==> src/design/ritd_pkg.sv <==
package ritd_pkg;

  localparam int STEP_BITS = 8;

  localparam logic [4:0] RADIX_MIN = 5'd2;
  localparam logic [4:0] RADIX_MAX = 5'd16;

  localparam logic [3:0] DIGIT_LIMIT    = 4'd9;
  localparam logic [6:0] NUMERAL_OFFSET = 7'd48;
  localparam logic [6:0] LETTER_OFFSET  = 7'd55;

  typedef struct packed {
    logic       done;
    logic [3:0] rem;
  } div_res_t;

  function automatic logic [4:0] clamp_radix(input logic [4:0] r);
    logic [4:0] c;
    if (r < RADIX_MIN) begin
      c = RADIX_MIN;
    end else if (r > RADIX_MAX) begin
      c = RADIX_MAX;
    end else begin
      c = r;
    end
    return c;
  endfunction

  function automatic logic [6:0] digit_ascii(input logic [3:0] d);
    logic [6:0] a;
    if (d <= DIGIT_LIMIT) begin
      a = {3'b000, d} + NUMERAL_OFFSET;
    end else begin
      a = {3'b000, d} + LETTER_OFFSET;
    end
    return a;
  endfunction

endpackage

==> src/design/integer_to_radix_digits_unit.sv <==
// Each of the n digits takes one pass through the shared divider; the digit strobes
// start once all n divisions are done, and the digits then follow one per cycle.
// A new beat is accepted only in idle; busy stays high from acceptance until the
// final digit read is issued. The receiver cannot stall.
// Synchronous active-low reset returns the sequencer to idle with no strobe.
module integer_to_radix_digits_unit import ritd_pkg::*; #(
  parameter int VALUE_WIDTH = 31
) (
  input  logic                   clk,
  input  logic                   rst_n,
  input  logic                   start,
  output logic                   busy,
  input  logic [VALUE_WIDTH-1:0] in_value,
  input  logic [4:0]             in_radix,
  output logic                   out_valid,
  output logic [3:0]             out_digit_value,
  output logic [6:0]             out_digit_char,
  output logic                   out_last_digit
);

  localparam int AW = $clog2(VALUE_WIDTH);

  typedef enum logic [1:0] {ST_IDLE, ST_DIV, ST_EMIT} state_t;

  state_t                 state_r;
  logic [4:0]             radix_r;
  logic [AW-1:0]          cnt_r;
  logic [AW-1:0]          rd_ptr_r;
  logic                   out_valid_r;
  logic                   out_last_r;

  logic                   accept;
  logic                   div_start;
  logic [VALUE_WIDTH-1:0] div_dividend;
  logic [4:0]             div_radix;
  logic [VALUE_WIDTH-1:0] quotient;
  div_res_t               div_res;
  logic                   wr_en;
  logic                   rd_en;
  logic [3:0]             rd_data;

  assign accept       = start && (state_r == ST_IDLE);
  assign div_start    = accept || ((state_r == ST_DIV) && div_res.done && (quotient != '0));
  assign div_dividend = (state_r == ST_IDLE) ? in_value : quotient;
  assign div_radix    = (state_r == ST_IDLE) ? clamp_radix(in_radix) : radix_r;
  assign wr_en        = (state_r == ST_DIV) && div_res.done;
  assign rd_en        = (state_r == ST_EMIT);

  ritd_divider #(
    .W(VALUE_WIDTH)
  ) u_divider (
    .clk      (clk),
    .rst_n    (rst_n),
    .start    (div_start),
    .dividend (div_dividend),
    .radix    (div_radix),
    .quotient (quotient),
    .res      (div_res)
  );

  ritd_digit_buf #(
    .DEPTH(VALUE_WIDTH)
  ) u_digit_buf (
    .clk     (clk),
    .wr_en   (wr_en),
    .wr_addr (cnt_r),
    .wr_data (div_res.rem),
    .rd_en   (rd_en),
    .rd_addr (rd_ptr_r),
    .rd_data (rd_data)
  );

  always_ff @(posedge clk) begin
    if (!rst_n) begin
      state_r     <= ST_IDLE;
      out_valid_r <= 1'b0;
      out_last_r  <= 1'b0;
    end else begin
      out_valid_r <= 1'b0;
      out_last_r  <= 1'b0;
      unique case (state_r)
        ST_IDLE: begin
          if (start) begin
            radix_r <= clamp_radix(in_radix);
            cnt_r   <= '0;
            state_r <= ST_DIV;
          end
        end
        ST_DIV: begin
          if (div_res.done) begin
            cnt_r <= cnt_r + 1'b1;
            if (quotient == '0) begin
              rd_ptr_r <= cnt_r;
              state_r  <= ST_EMIT;
            end
          end
        end
        ST_EMIT: begin
          out_valid_r <= 1'b1;
          out_last_r  <= (rd_ptr_r == '0);
          if (rd_ptr_r == '0) begin
            state_r <= ST_IDLE;
          end else begin
            rd_ptr_r <= rd_ptr_r - 1'b1;
          end
        end
        default: begin
          state_r <= ST_IDLE;
        end
      endcase
    end
  end

  assign busy            = (state_r != ST_IDLE);
  assign out_valid       = out_valid_r;
  assign out_last_digit  = out_last_r;
  assign out_digit_value = rd_data;
  assign out_digit_char  = digit_ascii(rd_data);

  a_accept_busy: assert property (@(posedge clk) disable iff (!rst_n)
    (start && !busy) |=> busy)
    else $error("Accepted beat did not make the unit busy.");

  a_emit_source: assert property (@(posedge clk) disable iff (!rst_n)
    out_valid |-> $past(state_r == ST_EMIT))
    else $error("Digit strobe without a preceding buffer read.");

  a_last_gap: assert property (@(posedge clk) disable iff (!rst_n)
    (out_valid && out_last_digit) |=> !out_valid)
    else $error("Digit strobe directly after the final digit.");

  a_done_in_div: assert property (@(posedge clk) disable iff (!rst_n)
    div_res.done |-> (state_r == ST_DIV))
    else $error("Divider finished outside the divide phase.");

endmodule

==> src/design/ritd_divider.sv <==
module ritd_divider import ritd_pkg::*; #(
  parameter int W = 31
) (
  input  logic         clk,
  input  logic         rst_n,
  input  logic         start,
  input  logic [W-1:0] dividend,
  input  logic [4:0]   radix,
  output logic [W-1:0] quotient,
  output div_res_t     res
);

  localparam int NSTEP = (W + STEP_BITS - 1) / STEP_BITS;
  localparam int PADW  = NSTEP * STEP_BITS;
  localparam int CW    = (NSTEP > 1) ? $clog2(NSTEP) : 1;

  logic [PADW-1:0] work_r;
  logic [3:0]      rem_r;
  logic [4:0]      radix_r;
  logic [CW-1:0]   cnt_r;
  logic            run_r;
  logic            done_r;

  logic [PADW-1:0] step_work;
  logic [3:0]      step_rem;

  // Restoring division, several quotient bits per cycle. The partial
  // remainder stays below the radix, so each step is a narrow compare.
  always_comb begin
    logic [4:0] p;
    step_work = work_r;
    step_rem  = rem_r;
    for (int i = 0; i < STEP_BITS; i++) begin
      p = {step_rem, step_work[PADW-1]};
      step_work = {step_work[PADW-2:0], 1'b0};
      if (p >= radix_r) begin
        step_rem     = 4'(p - radix_r);
        step_work[0] = 1'b1;
      end else begin
        step_rem = p[3:0];
      end
    end
  end

  always_ff @(posedge clk) begin
    if (!rst_n) begin
      run_r  <= 1'b0;
      done_r <= 1'b0;
    end else begin
      done_r <= 1'b0;
      if (start) begin
        work_r  <= PADW'(dividend);
        rem_r   <= 4'd0;
        radix_r <= radix;
        cnt_r   <= CW'(NSTEP - 1);
        run_r   <= 1'b1;
      end else if (run_r) begin
        work_r <= step_work;
        rem_r  <= step_rem;
        cnt_r  <= cnt_r - 1'b1;
        if (cnt_r == '0) begin
          run_r  <= 1'b0;
          done_r <= 1'b1;
        end
      end
    end
  end

  assign quotient = work_r[W-1:0];
  assign res.done = done_r;
  assign res.rem  = rem_r;

endmodule

==> src/design/ritd_digit_buf.sv <==
module ritd_digit_buf #(
  parameter int DEPTH = 31,
  localparam int AW = $clog2(DEPTH)
) (
  input  logic          clk,
  input  logic          wr_en,
  input  logic [AW-1:0] wr_addr,
  input  logic [3:0]    wr_data,
  input  logic          rd_en,
  input  logic [AW-1:0] rd_addr,
  output logic [3:0]    rd_data
);

  logic [3:0] mem [DEPTH];

  always_ff @(posedge clk) begin
    if (wr_en) begin
      mem[wr_addr] <= wr_data;
    end
    if (rd_en) begin
      rd_data <= mem[rd_addr];
    end
  end

endmodule
==> config.mk <==
export PLATFORM = sky130hd
export DESIGN_NAME = integer_to_radix_digits_unit
export DESIGN_NICKNAME = d
export VERILOG_FILES = /design/src/design/ritd_pkg.sv /design/src/design/integer_to_radix_digits_unit.sv /design/src/design/ritd_divider.sv /design/src/design/ritd_digit_buf.sv
export SDC_FILE = /design/constraint.sdc
export NUM_CORES = 1
export LEC_CHECK = 0
export BUFFER_PORTS_ARGS = -buffer_cell sky130_fd_sc_hd__buf_2
export CAP_MARGIN = 5
export CORE_MARGIN = 10
export CORE_UTILIZATION = 50
export DETAILED_ROUTE_END_ITERATION = 7
export GPL_ROUTABILITY_DRIVEN = 0
export PLACE_DENSITY_LB_ADDON = 0.3
export SKIP_LAST_GASP = 1
export SYNTH_ARGS = -nofsm -noshare
export SYNTH_HDL_FRONTEND = slang
export SYNTH_SLANG_ARGS = --single-unit
export TNS_END_PERCENT = 30
==> constraint.sdc <==
create_clock -name clk -period 15.5 [get_ports clk]
set_input_delay 0.775 -clock clk [delete_from_list [all_inputs] [get_ports clk]]
set_output_delay 0.775 -clock clk [all_outputs]
set_load 0.1 [all_outputs]
Word-level counts from Yosys, hierarchy flattened
Memory sizes are Yosys's and may differ from the RTL's. A register that Yosys moved wholly into a read port is not among the register bits.
Index checks and enable logic that the tools add are counted.

operators by class
  $add $sub $neg = 13
  order comparisons = 11
  equality and inequality tests = 8
  muxes and demuxes = 44
  bitwise logic cells = 2
  reduce and logical (&&, ||, !) cells = 22

operators with widths
  kind                                                                           count
  31-bit two-way mux                                                             2
  5-bit >= comparator                                                            8
  5-bit two-way mux                                                              8
  4-bit two-way mux                                                              9
  32-bit two-way mux                                                             1
  4-bit subtractor                                                               8
  31-bit logical NOT                                                             1
  31-bit nonzero test                                                            1
  5-bit case mux with 2 select lines                                             2
  1-bit two-way mux                                                              15
  4-bit by 6-bit adder with 7-bit output (second input constant)                 2
  2-bit two-way mux                                                              5
  2-bit by 1-bit != test with 1-bit output (second input constant)               4
  4-bit AND reduction                                                            2
  2-bit nonzero test                                                             4
  7-bit two-way mux                                                              1
  2-bit case mux with 3 select lines                                             1
  2-bit AND reduction                                                            3
  3-bit AND reduction                                                            2
  5-bit by 1-bit adder with 5-bit output (second input constant)                 1
  5-bit > comparator (second input constant)                                     1
  5-bit logical NOT                                                              1
  5-bit by 2-bit less-than comparator with 1-bit output (second input constant)  1
  5-bit AND reduction                                                            1
  other kinds (11)                                                               16

storage, ports and cells
  flip-flop bits (word level) = 64
  bits in writable memories = 124
  output and inout port bits = 14
  word-level logic and storage cells = 114
  memories kept = 1

memories
  memory           words  width  read ports  clocked after memory_dff  write ports  line                  source
  u_digit_buf.mem  31     4      1           1                         1            ritd_digit_buf.sv:14  logic [3:0] mem [DEPTH];

Logic depth before layout (Yosys ltp)
  word-level depth = 18
  depth in mapped cells = 44
  gate-level depth less buffers = 44

By module
A second synthesis with hierarchy kept.

second synthesis, totals
  cell total of the unflattened synthesis = 838
  area total of the unflattened synthesis = 10343.7 sq um

by module, submodules not included
  module                        instances  cells an instance  area an instance (sq um)  seq. area each (sq um)
  ritd_digit_buf                1          285                5163.7                    3843.7
  ritd_divider                  1          344                3707.3                    1331.3
  integer_to_radix_digits_unit  1          209                1472.7                    530.5

Worst setup path after synthesis
Ideal clock, no wire load.

  kind = register to register
  start = register u_divider.radix_r[1]
  end = register u_divider.rem_r[3] (data pin)
  arrival = 10.454 ns
  path slack = 4.790 ns
  stages on the path, launching flop included = 42
  path buffers = 0
  period minus slack after synthesis = 10.710 ns
  path through = edfxtp_1 -> inv_1 -> ha_1 -> nand2_1 -> o21a_1 -> o21ai_1 -> mux2_2 -> ha_1 -> nand2_1 -> o21a_1 -> o21ai_1 -> mux2_2 -> ha_1 -> a21oi_1 -> o21ai_1 -> mux2i_1 -> ha_1 -> nand2_1 -> [6 not listed] -> a311o_1 -> inv_1 -> ha_1 -> a21o_1 -> a31oi_1 -> o21ai_1 -> mux2_2 -> ha_1 -> a21o_1 -> a31oi_1 -> mux2i_1 -> ha_1 -> nor2b_1 -> o21ai_0 -> a31oi_1 -> a211oi_1 -> nor3_1 -> a31o_2

between the ends
  cells in the longest elaborated chain, start to end = 17
  elaborated cells between the ends (all ways) = 25
  those cells by class = 8 x add/sub; 8 x order compare; 9 x mux

ends and longest elaborated chain
  item                                                            line                                    source
  start, declared                                                 ritd_divider.sv:19                      logic [4:0] radix_r;
  start signal, assigned                                          ritd_divider.sv:54                      radix_r <= radix;
  4-bit subtractor / 5-bit >= comparator (equally long branches)  ritd_divider.sv:37, ritd_divider.sv:36
  4-bit two-way mux                                               ritd_divider.sv:36                      if (p >= radix_r) begin
  4-bit subtractor / 5-bit >= comparator (equally long branches)  ritd_divider.sv:37, ritd_divider.sv:36
  4-bit two-way mux                                               ritd_divider.sv:36
  4-bit subtractor / 5-bit >= comparator (equally long branches)  ritd_divider.sv:37, ritd_divider.sv:36
  4-bit two-way mux                                               ritd_divider.sv:36
  5-bit >= comparator / 4-bit subtractor (equally long branches)  ritd_divider.sv:36, ritd_divider.sv:37
  4-bit two-way mux                                               ritd_divider.sv:36
  4-bit subtractor / 5-bit >= comparator (equally long branches)  ritd_divider.sv:37, ritd_divider.sv:36
  4-bit two-way mux                                               ritd_divider.sv:36
  4-bit subtractor / 5-bit >= comparator (equally long branches)  ritd_divider.sv:37, ritd_divider.sv:36
  4-bit two-way mux                                               ritd_divider.sv:36
  5-bit >= comparator / 4-bit subtractor (equally long branches)  ritd_divider.sv:36, ritd_divider.sv:37
  4-bit two-way mux                                               ritd_divider.sv:36
  4-bit subtractor / 5-bit >= comparator (equally long branches)  ritd_divider.sv:37, ritd_divider.sv:36
  4-bit two-way mux *                                             ritd_divider.sv:36
  4-bit two-way mux *                                             ritd_divider.sv:57                      end else if (run_r) begin
  end signal, assigned                                            ritd_divider.sv:59                      rem_r <= step_rem;
  end, declared                                                   ritd_divider.sv:18                      logic [3:0] rem_r;

Every way passes the cells marked *; elsewhere a longest branch is shown, timed or not. The select of a mux whose other input is x is not followed.
A chain may end at the register's enable or synchronous reset.

Worst setup path after layout
  start = register u_divider.radix_r[1]
  end = register u_divider.rem_r[1] (data pin)

Same word-level chain as after synthesis.

==> out/qor.yml <==
status:
  status: "completed"
floorplanning:
  fp.dieArea_sq_um: 25400
  start_util: 0.514
  fp.dieW_um: 160
  die_h_um: 160
  coreArea_sq_um: 19000
  io_pins: 53
  rows: 50
timing:
  layout_min_cycle_time_ps: 12510
  hold_violations: 0
  drv_slew: 0
  max-slew-margin-rel: 0.242
  skew_ps: 12.9
  fin_setup_tns_ps: 0
  tightest_slew_ps: 1140
  rsz0062_at_grt: "no"
  finalSetupViolCount: 0
  fin_crit_sh: 0.807
  fmax_mhz: 80.0
final_layout:
  drive_gt1_frac: 0.185
  final_nets: 885
  n_antenna_cell: 0
  final_common_cell: "edfxtp_1"
  area_growth_pct: 11.3
  mostFrequentLayoutCells: "edfxtp_1 (186), nand2_1 (111), nor2_1 (74)"
global_route:
  grt_pass1_wl_mm: 33.2
  overflow: 0
  grt.total_usage: 0.161
  grt_max_degree: 43
  antenna_found_initial: 0
  grt_pass1_vias: 6502
run:
  max_cap_viol_count: 0
cts:
  cts_buffers: 17
  clk_pin_slew_ps: 70
  clock-root-buffer: "clkbuf_16"
  cts_tree: "done"
  cts.path.max_buffers: 2
  cts_hold_buf: 0
  post_cts_buffers: 0
  cts_num_sinks: 192
  cts_max_level: 4
  worstSkewPairLatency_ps: 430
  post_cts_resize_count: 0
synth:
  ys_seq_area_frac: 0.586
  synth-edff-count: 186
  synth-seq-cells: 192
  synth_async_sr_flop_share: 0
  netlist_area_sq_um: 9730
  synthDistinctLibCells: 48
  avgSynthCellArea_sq_um: 13.2
  netlist_instances: 735
  synth_nets: 831
  synth_flop_cell: "edfxtp_1"
  yosysWarnings: 0
detailed_routing:
  drtPass1Iterations: 5
  wl_mm: 20.4
  ant_nets: 0
  post-route-drc-count: 0
  first_iter_violations: 484
  num_vias: 5999
  wl_per_cell_um: 19.2
  vias_per_cell: 5.65
worst_setup_path:
  critPathSlowestCell: "a211oi_1"
  cp_max_fo: 10
  regToRegSetupSlack_ps: 2990
  cpPeakStageDelay_ps: 800
  cpMostUsedCell: "ha_1"
  end_kind: "flop"
  regToRegStartpoint: "u_divider.radix_r[1]"
  required_ps: 15670
  start_kind: "flop"
  path_class: "flop to flop"
  reg2regPathDepth: 42
  critPathArrivalTime_ps: 12670
  r2r_end: "u_divider.rem_r[1]"
hold_path:
  hp-start: "u_divider.run_r"
  hold_path_class: "flop to flop"
  holdPathStages: 2
  min_delay_worst_endpoint: "u_divider.run_r"
placed_design:
  port_buffers: 52
  dp_hpwl_mm: 14.4
==> routing by layer <==
| layer | track usage | part of all wire | vias to the layer above |
|---|---|---|---|
| met5 | 0 | 0 | - |
| met4 | 0.0586 | 0.020 | 0 |
| met3 | 0.0359 | 0.045 | 33 |
| met2 | 0.287 | 0.53 | 177 |
| met1 | 0.185 | 0.41 | 2975 |
| li1 | - | - | 2814 |
==> through the flow <==
step	instances	util	instance area, sq um	hold slack [ps]	setup slack, ps
after floorplan	735	-	9730	450	4790
after global placement	1030	0.542	10300	480	4000
after detailed placement	1030	0.542	10300	490	3210
after CTS	1061	0.572	10800	514	3170
after global routing	1061	0.572	10800	543	2290
final	1061	0.572	10800	515	2990
==> registers in the layout, summed over array words and instances (netlist names), 4 cells and up <==
signal / count
rd_ptr_r: 5
u_divider.work_r: 32
u_digit_buf.rd_data: 4
u_divider.rem_r: 4
cnt_r: 5
u_digit_buf.mem: 124
u_divider.radix_r: 5
radix_r: 5
==> final cells by class <==
type | count | area [sq um]
Clock inverter | 12 | 138
Clock buffer | 19 | 433
Multi-Input combinational cell | 479 | 3770
Sequential cell | 192 | 5710
Fill cell | 1525 | 8120
Tap cell | 260 | 325
Inverter | 41 | 154
Timing Repair Buffer | 58 | 305
==> Yosys cell counts (7+ instances only) <==
library cell / number / area share
a21o_1: 10 / 0.0077
a21oi_1: 30 / 0.015
clkbuf_1: 14 / 0.0054
edfxtp_1: 186 / 0.57
fa_1: 8 / 0.016
ha_1: 49 / 0.063
inv_1: 41 / 0.016
mux2_2: 22 / 0.025
mux2i_1: 16 / 0.016
mux4_2: 36 / 0.083
nand2_1: 111 / 0.043
nand2b_1: 7 / 0.0045
nand3_1: 9 / 0.0046
nor2_1: 74 / 0.029
nor2b_1: 9 / 0.0058
nor4_1: 8 / 0.0051
o21ai_0: 15 / 0.0077
o21ai_1: 7 / 0.0036
xnor2_1: 19 / 0.017
==> cell families after synthesis <==
family / Yosys count / share of synthesized area
mux: 74 / 0.125
buf+inv: 64 / 0.0279
xor+xnor: 23 / 0.0207
flops: 192 / 0.586
fa+ha+maj: 57 / 0.0794
simple gates: 235 / 0.103
compound gates: 90 / 0.0573
==> how the worst max path moves through the flow <==
stage	startpoint	end
2_1_floorplan	u_divider.radix_r[1]	u_divider.rem_r[3]
3_3_place_gp	u_divider.radix_r[1]	u_divider.rem_r[3]
3_5_place_dp	u_divider.radix_r[1]	u_divider.rem_r[1]
4_1_cts	u_divider.radix_r[1]	u_divider.rem_r[1]
5_1_grt	u_divider.radix_r[1]	u_divider.rem_r[1]
6_report	u_divider.radix_r[1]	u_divider.rem_r[1]
==> critical path, delay by kind of cell (launching register included) <==
family                   cells  cell delay (ps)
AND/OR/NAND/NOR              5              470
buffers and inverters        2              440
adder cells (fa/ha/maj)      8             2630
multiplexers                 8             2830
flip-flops                   1              650
AO/OA/AOI/OAI               19             5200
Power is not shown: default switching activity piles up to over one toggle a cycle in this logic, so the estimate is an artifact.
